$ cat src/hdl/uis_pkg.sv
// Shared types, codes and sizes of the unique id item stack.
package uis_pkg;

    localparam int DEPTH_DEF = 16;
    localparam int ID_W      = 8;
    localparam int DATA_W    = 32;
    localparam int PADDR_W   = 3;

    localparam logic [1:0] OP_ADD    = 2'd0;
    localparam logic [1:0] OP_REMOVE = 2'd1;
    localparam logic [1:0] OP_READ   = 2'd2;

    localparam logic [2:0] ST_OK       = 3'd0;
    localparam logic [2:0] ST_FULL     = 3'd1;
    localparam logic [2:0] ST_DUP      = 3'd2;
    localparam logic [2:0] ST_NOTFOUND = 3'd3;
    localparam logic [2:0] ST_EMPTY    = 3'd4;

    localparam logic REG_ORDERING_MODE = 1'b0;

    typedef struct packed {
        logic [ID_W-1:0]   id;
        logic [DATA_W-1:0] data;
    } t_entry;

    typedef struct packed {
        logic [1:0]        operation;
        logic [ID_W-1:0]   item_id;
        logic [DATA_W-1:0] item_data;
    } t_item;

    typedef struct packed {
        logic [2:0]        status;
        logic [3:0]        position;
        logic              top_valid;
        logic [ID_W-1:0]   top_id;
        logic [DATA_W-1:0] top_data;
        logic [4:0]        entry_count;
    } t_result;

endpackage

$ cat src/hdl/uis_mem.sv
// Entry memory: one write port and one registered read port.
module uis_mem #(
    parameter int DEPTH = uis_pkg::DEPTH_DEF,
    parameter int IW    = $clog2(DEPTH)
) (
    input  logic            i_clk,
    input  logic            i_wr_en,
    input  logic [IW-1:0]   i_wr_addr,
    input  uis_pkg::t_entry i_wr_data,
    input  logic            i_rd_en,
    input  logic [IW-1:0]   i_rd_addr,
    output uis_pkg::t_entry o_rd_data
);

    uis_pkg::t_entry r_mem [DEPTH];
    uis_pkg::t_entry r_rd_data;

    always_ff @(posedge i_clk) begin
        if (i_wr_en) begin
            r_mem[i_wr_addr] <= i_wr_data;
        end
        if (i_rd_en) begin
            r_rd_data <= r_mem[i_rd_addr];
        end
    end

    assign o_rd_data = r_rd_data;

endmodule

$ cat src/hdl/uis_ctrl.sv
// Sequencer: search walk, shift walk, placement and top read over the entry memory.
module uis_ctrl #(
    parameter int DEPTH = uis_pkg::DEPTH_DEF,
    parameter int IW    = $clog2(DEPTH),
    parameter int CW    = $clog2(DEPTH + 1)
) (
    input  logic             i_clk,
    input  logic             i_rst_n,
    input  logic             i_start,
    input  uis_pkg::t_item   i_item,
    input  logic             i_mode,
    output logic             o_busy,
    output logic             o_done,
    output uis_pkg::t_result o_result,
    output logic             o_wr_en,
    output logic [IW-1:0]    o_wr_addr,
    output uis_pkg::t_entry  o_wr_data,
    output logic             o_rd_en,
    output logic [IW-1:0]    o_rd_addr,
    input  uis_pkg::t_entry  i_rd_data
);

    localparam logic [2:0] S_IDLE   = 3'd0;
    localparam logic [2:0] S_SEARCH = 3'd1;
    localparam logic [2:0] S_SHIFT  = 3'd2;
    localparam logic [2:0] S_PLACE  = 3'd3;
    localparam logic [2:0] S_TOPRD  = 3'd4;
    localparam logic [2:0] S_OUT    = 3'd5;

    localparam logic [CW-1:0] FULL_COUNT = CW'(DEPTH);

    logic [2:0]                  r_state, n_state;
    logic [1:0]                  r_op, n_op;
    logic [uis_pkg::ID_W-1:0]    r_id, n_id;
    logic [uis_pkg::DATA_W-1:0]  r_data, n_data;
    logic [CW-1:0]               r_count, n_count;
    logic [CW-1:0]               r_rd_idx, n_rd_idx;
    logic                        r_issue, n_issue;
    logic                        r_vld, n_vld;
    logic [CW-1:0]               r_dst, n_dst;
    logic                        r_hit, n_hit;
    logic [CW-1:0]               r_hit_idx, n_hit_idx;
    logic                        r_lt, n_lt;
    logic [CW-1:0]               r_lt_idx, n_lt_idx;
    logic [CW-1:0]               r_pos, n_pos;
    logic                        r_up, n_up;
    logic [2:0]                  r_status, n_status;

    logic [CW-1:0] cnt_m1;
    logic [CW-1:0] hit_p1;
    logic [CW-1:0] add_pos;
    logic [CW+3:0] pos_ext;
    logic [CW+4:0] cnt_ext;
    logic          top_vld;

    assign cnt_m1  = r_count - 1'b1;
    assign hit_p1  = r_hit_idx + 1'b1;
    assign add_pos = (i_mode && r_lt) ? r_lt_idx : r_count;
    assign pos_ext = {4'b0, r_pos};
    assign cnt_ext = {5'b0, r_count};
    assign top_vld = (r_count != '0);

    always_comb begin
        n_state   = r_state;
        n_op      = r_op;
        n_id      = r_id;
        n_data    = r_data;
        n_count   = r_count;
        n_rd_idx  = r_rd_idx;
        n_issue   = r_issue;
        n_vld     = r_vld;
        n_dst     = r_dst;
        n_hit     = r_hit;
        n_hit_idx = r_hit_idx;
        n_lt      = r_lt;
        n_lt_idx  = r_lt_idx;
        n_pos     = r_pos;
        n_up      = r_up;
        n_status  = r_status;
        o_rd_en   = 1'b0;
        o_rd_addr = r_rd_idx[IW-1:0];
        o_wr_en   = 1'b0;
        o_wr_addr = r_dst[IW-1:0];
        o_wr_data = i_rd_data;
        o_done    = 1'b0;

        unique case (r_state)
            S_IDLE: begin
                if (i_start) begin
                    n_op     = i_item.operation;
                    n_id     = i_item.item_id;
                    n_data   = i_item.item_data;
                    n_hit    = 1'b0;
                    n_lt     = 1'b0;
                    n_vld    = 1'b0;
                    n_issue  = 1'b0;
                    n_rd_idx = '0;
                    n_pos    = '0;
                    if (i_item.operation == uis_pkg::OP_ADD && r_count == FULL_COUNT) begin
                        n_status = uis_pkg::ST_FULL;
                        n_state  = S_TOPRD;
                    end else if (i_item.operation == uis_pkg::OP_ADD ||
                                 i_item.operation == uis_pkg::OP_REMOVE) begin
                        n_state = S_SEARCH;
                    end else if (r_count == '0) begin
                        n_status = uis_pkg::ST_EMPTY;
                        n_state  = S_TOPRD;
                    end else begin
                        n_status = uis_pkg::ST_OK;
                        n_pos    = cnt_m1;
                        n_state  = S_TOPRD;
                    end
                end
            end
            S_SEARCH: begin
                if (r_rd_idx < r_count) begin
                    o_rd_en  = 1'b1;
                    n_rd_idx = r_rd_idx + 1'b1;
                    n_vld    = 1'b1;
                    n_dst    = r_rd_idx;
                end else begin
                    n_vld = 1'b0;
                end
                if (r_vld) begin
                    if (i_rd_data.id == r_id && !r_hit) begin
                        n_hit     = 1'b1;
                        n_hit_idx = r_dst;
                    end
                    if (i_rd_data.id <= r_id && !r_lt) begin
                        n_lt     = 1'b1;
                        n_lt_idx = r_dst;
                    end
                end
                if (!(r_rd_idx < r_count) && !r_vld) begin
                    if (r_op == uis_pkg::OP_ADD) begin
                        if (r_hit) begin
                            n_status = uis_pkg::ST_DUP;
                            n_state  = S_TOPRD;
                        end else begin
                            n_pos = add_pos;
                            if (add_pos == r_count) begin
                                n_state = S_PLACE;
                            end else begin
                                n_up     = 1'b1;
                                n_rd_idx = cnt_m1;
                                n_issue  = 1'b1;
                                n_state  = S_SHIFT;
                            end
                        end
                    end else if (!r_hit) begin
                        n_status = uis_pkg::ST_NOTFOUND;
                        n_state  = S_TOPRD;
                    end else begin
                        n_pos = r_hit_idx;
                        if (hit_p1 < r_count) begin
                            n_up     = 1'b0;
                            n_rd_idx = hit_p1;
                            n_issue  = 1'b1;
                            n_state  = S_SHIFT;
                        end else begin
                            n_count  = cnt_m1;
                            n_status = uis_pkg::ST_OK;
                            n_state  = S_TOPRD;
                        end
                    end
                end
            end
            S_SHIFT: begin
                if (r_issue) begin
                    o_rd_en = 1'b1;
                    n_vld   = 1'b1;
                    if (r_up) begin
                        n_dst = r_rd_idx + 1'b1;
                        if (r_rd_idx == r_pos) begin
                            n_issue = 1'b0;
                        end else begin
                            n_rd_idx = r_rd_idx - 1'b1;
                        end
                    end else begin
                        n_dst = r_rd_idx - 1'b1;
                        if (r_rd_idx == cnt_m1) begin
                            n_issue = 1'b0;
                        end else begin
                            n_rd_idx = r_rd_idx + 1'b1;
                        end
                    end
                end else begin
                    n_vld = 1'b0;
                end
                if (r_vld) begin
                    o_wr_en = 1'b1;
                end
                if (!r_issue && !r_vld) begin
                    if (r_up) begin
                        n_state = S_PLACE;
                    end else begin
                        n_count  = cnt_m1;
                        n_status = uis_pkg::ST_OK;
                        n_state  = S_TOPRD;
                    end
                end
            end
            S_PLACE: begin
                o_wr_en   = 1'b1;
                o_wr_addr = r_pos[IW-1:0];
                o_wr_data = '{id: r_id, data: r_data};
                n_count   = r_count + 1'b1;
                n_status  = uis_pkg::ST_OK;
                n_state   = S_TOPRD;
            end
            S_TOPRD: begin
                o_rd_en   = top_vld;
                o_rd_addr = cnt_m1[IW-1:0];
                n_state   = S_OUT;
            end
            S_OUT: begin
                o_done  = 1'b1;
                n_state = S_IDLE;
            end
            default: begin
                n_state = S_IDLE;
            end
        endcase
    end

    always_ff @(posedge i_clk) begin
        if (!i_rst_n) begin
            r_state <= S_IDLE;
            r_count <= '0;
            r_issue <= 1'b0;
            r_vld   <= 1'b0;
        end else begin
            r_state <= n_state;
            r_count <= n_count;
            r_issue <= n_issue;
            r_vld   <= n_vld;
        end
    end

    always_ff @(posedge i_clk) begin
        r_op      <= n_op;
        r_id      <= n_id;
        r_data    <= n_data;
        r_rd_idx  <= n_rd_idx;
        r_dst     <= n_dst;
        r_hit     <= n_hit;
        r_hit_idx <= n_hit_idx;
        r_lt      <= n_lt;
        r_lt_idx  <= n_lt_idx;
        r_pos     <= n_pos;
        r_up      <= n_up;
        r_status  <= n_status;
    end

    assign o_busy               = (r_state != S_IDLE);
    assign o_result.status      = r_status;
    assign o_result.position    = pos_ext[3:0];
    assign o_result.top_valid   = top_vld;
    assign o_result.top_id      = top_vld ? i_rd_data.id : '0;
    assign o_result.top_data    = top_vld ? i_rd_data.data : '0;
    assign o_result.entry_count = cnt_ext[4:0];

endmodule

$ cat src/hdl/unique_id_item_stack.sv
// Top level: configuration register port, sequencer and entry memory.
// Read top: after start, a top read and then the result beat. Add and remove: a search walk
// over the stored entries, a shift walk over the entries moved (if any), placement (add only),
// a top read and the result beat, the walks using the memory's single read port; an add to a full
// store skips to the top read. The next start is taken in the cycle after the result beat.
// Results are shown for one cycle and cannot be stalled; busy holds off the next start.
// Synchronous reset empties the store and clears the ordering mode; no clearing pass.
module unique_id_item_stack #(
    parameter int DEPTH = uis_pkg::DEPTH_DEF
) (
    input  logic                        i_clk,
    input  logic                        i_rst_n,
    input  logic                        start,
    output logic                        busy,
    input  uis_pkg::t_item              i_item,
    output logic                        o_done,
    output uis_pkg::t_result            o_result,
    input  logic                        psel,
    input  logic                        penable,
    input  logic                        pwrite,
    input  logic [uis_pkg::PADDR_W-1:0] paddr,
    input  logic [31:0]                 pwdata,
    output logic [31:0]                 prdata,
    output logic                        pready
);

    localparam int IW = $clog2(DEPTH);
    localparam int CW = $clog2(DEPTH + 1);

    logic            r_mode;
    logic            wr_en;
    logic [IW-1:0]   wr_addr;
    uis_pkg::t_entry wr_data;
    logic            rd_en;
    logic [IW-1:0]   rd_addr;
    uis_pkg::t_entry rd_data;
    logic            reg_sel;

    assign pready  = 1'b1;
    assign reg_sel = (paddr[2] == uis_pkg::REG_ORDERING_MODE);
    assign prdata  = reg_sel ? {31'b0, r_mode} : 32'b0;

    always_ff @(posedge i_clk) begin
        if (!i_rst_n) begin
            r_mode <= 1'b0;
        end else if (psel && penable && pwrite && reg_sel) begin
            r_mode <= pwdata[0];
        end
    end

    uis_ctrl #(
        .DEPTH (DEPTH),
        .IW    (IW),
        .CW    (CW)
    ) u_ctrl (
        .i_clk     (i_clk),
        .i_rst_n   (i_rst_n),
        .i_start   (start),
        .i_item    (i_item),
        .i_mode    (r_mode),
        .o_busy    (busy),
        .o_done    (o_done),
        .o_result  (o_result),
        .o_wr_en   (wr_en),
        .o_wr_addr (wr_addr),
        .o_wr_data (wr_data),
        .o_rd_en   (rd_en),
        .o_rd_addr (rd_addr),
        .i_rd_data (rd_data)
    );

    uis_mem #(
        .DEPTH (DEPTH),
        .IW    (IW)
    ) u_mem (
        .i_clk     (i_clk),
        .i_wr_en   (wr_en),
        .i_wr_addr (wr_addr),
        .i_wr_data (wr_data),
        .i_rd_en   (rd_en),
        .i_rd_addr (rd_addr),
        .o_rd_data (rd_data)
    );

endmodule

$ cat config.mk
export PLATFORM = sky130hd
export DESIGN_NAME = unique_id_item_stack
export DESIGN_NICKNAME = d
export VERILOG_FILES = /design/src/hdl/uis_pkg.sv /design/src/hdl/uis_mem.sv /design/src/hdl/uis_ctrl.sv /design/src/hdl/unique_id_item_stack.sv
export SDC_FILE = /design/constraint.sdc
export NUM_CORES = 1
export LEC_CHECK = 0
export BUFFER_PORTS_ARGS = -buffer_cell sky130_fd_sc_hd__buf_2
export CAP_MARGIN = 20
export CELL_PAD_IN_SITES_DETAIL_PLACEMENT = 1
export CELL_PAD_IN_SITES_GLOBAL_PLACEMENT = 2
export CORE_UTILIZATION = 46
export DETAILED_ROUTE_END_ITERATION = 7
export GPL_ROUTABILITY_DRIVEN = 0
export HOLD_SLACK_MARGIN = 0.15
export PLACE_DENSITY = 0.91
export REMOVE_ABC_BUFFERS = 1
export SYNTH_ARGS = -nofsm -noshare
export SYNTH_HDL_FRONTEND = slang
export SYNTH_SLANG_ARGS = --single-unit
$ cat constraint.sdc
create_clock -name i_clk -period 5.75 [get_ports i_clk]
set_clock_uncertainty 0.1 [all_clocks]
set_input_delay 0 -clock i_clk [delete_from_list [all_inputs] [get_ports i_clk]]
set_output_delay 0 -clock i_clk [all_outputs]
set_load 0.05 [all_outputs]
======== Yosys cells after proc, flatten, opt, wreduce, memory -nomap -nowiden ========
Memory sizes are Yosys's and may differ from the RTL's. A register that Yosys moved wholly into a read port is not among the register bits.
Index checks and enable logic that the tools add are counted.
operators by class
  add/subtract/negate cells ............... 5
  bitwise gates (word level) .............. 1
  mux-type cells .......................... 94
  reductions and logical operators ........ 42
  $lt $le $gt $ge ......................... 3
  eq/ne operators ......................... 34
operator list
  kind                                                                number
  5-bit 2-to-1 mux                                                    30
  3-bit 2-to-1 mux                                                    21
  40-bit 2-to-1 mux                                                   1
  32-bit 2-to-1 mux                                                   1
  5-bit case mux with 3 select lines                                  2
  1-bit 2-to-1 mux                                                    26
  5-bit case mux with 2 select lines                                  2
  2-bit by 1-bit != test with 1-bit output, second input constant     9
  5-bit by 1-bit adder with 5-bit output, second input constant       3
  5-bit == test                                                       3
  3-bit case mux with 5 select lines                                  1
  7-bit AND reduction                                                 2
  3-bit by 2-bit != test with 1-bit output, second input constant     4
  3-bit case mux with 4 select lines                                  1
  3-bit AND reduction                                                 4
  5-bit < comparator                                                  2
  2-bit != test, second input constant                                5
  5-bit AND reduction                                                 2
  5-bit by 1-bit subtractor with 5-bit output, second input constant  2
  1-bit logical AND                                                   9
  1-bit case mux with 3 select lines                                  3
  3-bit nonzero test                                                  3
  8-bit == test                                                       1
  8-bit less-or-equal comparator                                      1
  24 further kinds                                                    41
word-level totals
  logic and storage cells ................. 197
  memories ................................ 1
  memory bits (writable) .................. 640
  bits in registers ....................... 84
  output and inout port bits .............. 88
memory list
  name         depth  bits a word  rd ports  clocked after Yosys merged registers in  wr ports  RTL line       source
  u_mem.r_mem  16     40           1         1                                        1         uis_mem.sv:15  uis_pkg::t_entry r_mem [DEPTH];

======== Longest topological paths before layout ========
  depth after elaboration ................. 8
  gate-level depth with buffers ........... 11
  depth with buffers taken out ............ 10

======== By module ========
From an unflattened synthesis, not the netlist that was laid out.
unflattened totals
  cell total of the unflattened synthesis .. 1,597
  area, all modules ....................... 31,211.2 µm²
modules (own cells, without submodules)
  module                area an instance (µm²)  instances  cells an instance
  uis_mem               25,532.0                1          1,040
  uis_ctrl              5,363.9                 1          517
  unique_id_item_stack  315.3                   1          40

======== Least setup slack after synthesis ========
No wires, ideal clock.
  kind .................................... flip-flop to flip-flop
  start point ............................. register u_ctrl.r_count[0]
  end point ............................... register u_mem.o_rd_data[0] (netlist name)
  arrival time ............................ 4,399 ps
  required time ........................... 5,157 ps
  slack ................................... 758 ps
  stages on the path, launching flop included .. 7
  library setup time ...................... 493 ps
  cell sequence ........................... dfxtp_1 clkbuf_1 inv_1 ha_1 nand3_1 nor2_1 o21ai_0
on the way
  longest elaborated chain between the ends .. 3
RTL lines
  item                                    RTL line                    source
  start, declared                         uis_ctrl.sv:36              logic [CW-1:0] r_count, n_count;
  start signal, assigned                  uis_ctrl.sv:234             r_count <= n_count;
  5-bit < comparator                      uis_ctrl.sv:116             if (r_rd_idx < r_count) begin
  1-bit 2-to-1 mux                        uis_ctrl.sv:116
  1-bit case mux with 3 select lines (*)  uis_ctrl.sv:87              unique case (r_state)
  net rd_en                               unique_id_item_stack.sv:34  logic rd_en;
The timed path passes the listed nets; every way through them passes the cells marked *.
A chain may end at the register's enable or synchronous reset.

======== Final worst setup path ========
  start point ............................. register u_ctrl.r_state[1]
  end point ............................... memory u_mem.r_mem[5][29] (netlist name), enable pin
on the way
  longest elaborated chain between the ends .. 4
RTL lines
  item                                      RTL line         source
  start, declared                           uis_ctrl.sv:32   logic [2:0] r_state, n_state;
  start signal, assigned                    uis_ctrl.sv:233  r_state <= n_state;
  3-bit by 2-bit == test with 1-bit output  uis_ctrl.sv:87
  1-bit case mux with 2 select lines        uis_ctrl.sv:87
  1-bit 2-to-1 mux                          uis_mem.sv:19    if (i_wr_en) begin
  1-bit 2-to-1 mux (not written as such)    uis_mem.sv:20    r_mem[i_wr_addr] <= i_wr_data;
  end, declared                             uis_mem.sv:15
Parallel ways exist; a longest one is shown, timed or not.

==> impl_metrics.py <==
metrics = {
    "logic_synthesis": {
        "yosys_register_bits": 764,
        "synth.top_cells.by_area": "edfxtp_1 69%, mux2i_1 19%, nand2_1 1.7%",
        "synthCells": 2031,
        "synthArstFlopShare_pct": 0,
        "avgSynthCellArea_sq_um": 16.2,
        "synth_top_cell_area_share_pct": 68.9,
        "yosysWarnings": 0,
        "post-synth-top-area-cell": "edfxtp_1",
        "syn_area_sq_um": 32800,
        "synth-edff-count": 753,
        "yosysUniqueCellTypes": 59,
        "ys.flop_type": "edfxtp_1",
        "ys_seq_area_share_pct": 69.5,
    },
    "global_routing": {
        "antenna_found_initial": 0,
        "grt_overflow_total": 0,
        "grt_max_degree": 125,
        "grtUsageTotal_pct": 23.4,
        "grt_pass1_vias": 19717,
        "grt_pass1_wl_mm": 127,
    },
    "setup_path": {
        "end_kind": "flip-flop",
        "cp.buffers_inverters": 1,
        "cp_data_arrival_time_ns": 4.42,
        "cp-start-kind": "flip-flop",
        "timing_worst_setup_path_type": "flip-flop to flip-flop",
        "crit_fanout": 32,
        "cpMaxStageDelayCell": "nand2_2",
        "path_cells": "nor2b_1, nand2_2, o22ai_1, nand2_1, nor2_4, buf_4",
        "worstPathRequired_ns": 5.94,
        "max_stage_delay_ns": 0.73,
        "critical_path.top_delay_family": "simple AND/OR/NAND/NOR gates",
    },
    "clocking": {
        "cts_root_buf": "clkbuf_16",
        "htree_levels": 3,
        "cts.clk_slew.worst_paths_ns": 0.06,
        "clock_latency_ns": 0.64,
        "cts_hold_buffers": 91,
        "cts_buffers": 81,
        "cts-resized-gates": 0,
        "cts_tree": "built",
        "clock_sinks": 764,
        "cts_setup_buffers": 0,
        "ctsLongestPathBuffers": 3,
    },
    "routing": {
        "antenna_left": 0,
        "wl_per_cell_um": 26.4,
        "drc": 0,
        "drt_iter0_markers": 1299,
        "dr.pass1.iters": 5,
        "via_per_inst": 5.67,
        "routed_wl_mm": 85.8,
        "vias": 18416,
    },
    "placement": {
        "dpl_cell_area_sq_um": 34300,
        "place_ws_ns": 1.64,
        "numPortBuffers": 105,
        "place_hpwl_mm": 45.6,
        "dp.cells": 3009,
    },
    "power": {
        "worst_ir_drop_vdd_v": 0.000417,
        "switching_share_pct": 38.0,
        "p_int_w": 0.0128,
        "p_leak_nw": 14.6,
        "p_seq_share_pct": 36.5,
        "power_frac_comb_pct": 39.2,
        "clock_power_share_pct": 24.4,
        "switchingPower_w": 0.00783,
        "p_per_area_nw_per_um2": 546,
    },
    "layout": {
        "areaGrowthSynthToFinish_pct": 14.9,
        "final_nets": 2351,
        "finalInstanceArea_sq_um": 37700,
        "final_cell_count_no_fill": 3250,
        "num_antenna_cells": 0,
        "layout_commonest_cell": "edfxtp_1",
        "fin_util_pct": 53.7,
        "layout-drive-gt1-share_pct": 12.9,
        "mostFrequentLayoutCells": "753 x edfxtp_1, 609 x mux2i_1, 146 x nand2_1",
    },
    "sta": {
        "fin_worst_hold_slack_ns": 0.212,
        "max_freq_mhz": 236,
        "fin_ws_ns": 1.51,
        "rsz0062_at_grt": "no",
        "worst_slew_pin_slew_ns": 1.17,
        "slew_violations": 0,
        "fin_crit_ns": 4.24,
        "timing.final.crit_share_pct": 73.7,
        "hold_violations": 0,
        "finalSetupViolations": 0,
        "maxSlewHeadroom_pct": 21.6,
    },
    "floorplanning": {
        "io_pins": 171,
        "die_area_sq_um": 72400,
        "rows": 97,
        "die_w_um": 269,
        "start_util_pct": 46.7,
        "die_h_um": 269,
        "fp.coreArea_sq_um": 70300,
    },
    "hold_path": {
        "hp-class": "primary input to flip-flop",
    },
    "job": {
        "cap_viol_max_count": 0,
    },
    "outcome": {
        "status": "finished clean",
    },
}
path summary, 6_finish.rpt:
path	startpoint	to	slack [ns]	cells after the start
worst max-delay path	u_ctrl.r_state[1]	u_mem.r_mem[5][29]	1.51	6
worst min-delay path	i_rst_n	u_ctrl.r_count[2]	0.21	3
worst max register to register	u_ctrl.r_state[1]	u_mem.r_mem[5][29]	1.51	6
worst min register to register	u_ctrl.r_dst[4]	u_ctrl.r_lt_idx[4]	0.42	0
cell usage after synthesis, types with 3 or more instances:
library cell,instances
dfxtp_1,11
nor2b_1,8
nand3b_1,3
buf_1,5
nand3_1,21
buf_6,32
xnor2_1,17
o211ai_1,11
and3_1,6
and2_1,41
o31ai_1,7
or2_2,5
edfxtp_1,753
nand2_1,147
or3_1,4
buf_4,39
nand4_1,8
a31oi_1,10
mux2i_1,610
o21ai_0,23
a21boi_0,3
nor2_1,39
nor3_1,9
a21oi_1,26
buf_2,27
o21a_1,5
clkbuf_1,40
nand2b_1,6
xor2_1,13
ha_1,24
o22ai_1,7
nor4_1,3
nor3b_1,3
inv_1,28
o32ai_1,7
flip-flops by register name, summed over array words and instances, names as in the netlist, 2 cells and up:
| register | cells |
|---|---|
| u_ctrl.r_rd_idx | 5 |
| u_ctrl.r_id | 8 |
| u_mem.r_mem | 640 |
| u_ctrl.r_count | 5 |
| u_ctrl.r_hit_idx | 5 |
| u_ctrl.r_state | 3 |
| u_ctrl.r_dst | 5 |
| u_ctrl.r_data | 32 |
| u_ctrl.r_op | 2 |
| u_ctrl.r_lt_idx | 5 |
| u_ctrl.r_pos | 5 |
| u_mem.o_rd_data | 40 |
| u_ctrl.r_status | 3 |
cell families (layout without fill, tap and decap cells):
group / count (synthesis) / count (layout) / share of synthesized area [%]
buffers and inverters: 174 / 423 / 3.30
XOR/XNOR: 30 / 30 / 0.800
flip-flops: 764 / 764 / 69.5
AO/OA/AOI/OAI: 117 / 117 / 2.33
AND/OR/NAND/NOR: 309 / 309 / 4.42
other: 2 / 32 / 0.0229
multiplexers: 611 / 611 / 18.7
adder cells (fa/ha/maj): 24 / 24 / 0.915
metal layers:
layer | part of all wire, % | up-vias | GRT usage [%] | routed length, um
met5 | 0 | - | 0 | 0
met4 | 2.5 | 0 | 7.38 | 2170
met3 | 5.0 | 135 | 3.90 | 4280
met2 | 51 | 578 | 40.8 | 43600
met1 | 42 | 9588 | 29.7 | 35700
li1 | - | 8115 | - | -
power groups by stage:
stage / registers [W] / clock network (W) / logic (W)
3_5_place_dp: 0.00761 / 0 / 0.00789
3_3_place_gp: 0.00760 / 0 / 0.00754
2_1_floorplan: 0.00749 / 0 / 0.00583
4_1_cts: 0.00750 / 0.00509 / 0.00806
6_report: 0.00750 / 0.00502 / 0.00806
5_1_grt: 0.00754 / 0.00526 / 0.00853
metrics by stage:
stage | power, W | TNS, ns
detailed placement | 0.0155 | 0
finish | 0.0206 | 0
CTS | 0.0206 | 0
global placement | 0.0151 | 0
global route | 0.0213 | 0
floorplan | 0.0133 | -329.98
worst register-to-register path: stages (launching register included):
cell and delay [ns]:
dfxtp_1 0.63, nor2b_1 0.39, nand2_2 0.73, o22ai_1 0.62, nand2_1 0.37, nor2_4 0.59, buf_4 0.43
layout make-up:
cell class	count	area [sq um]
Timing Repair Buffer	244	1880
Multi-Input combinational cell	1123	9200
Tap cell	940	1180
Sequential cell	764	22800
Clock inverter	55	410
Inverter	30	113
Clock buffer	94	2100
Fill cell	6553	32600
(Power assumes the default switching activity.)
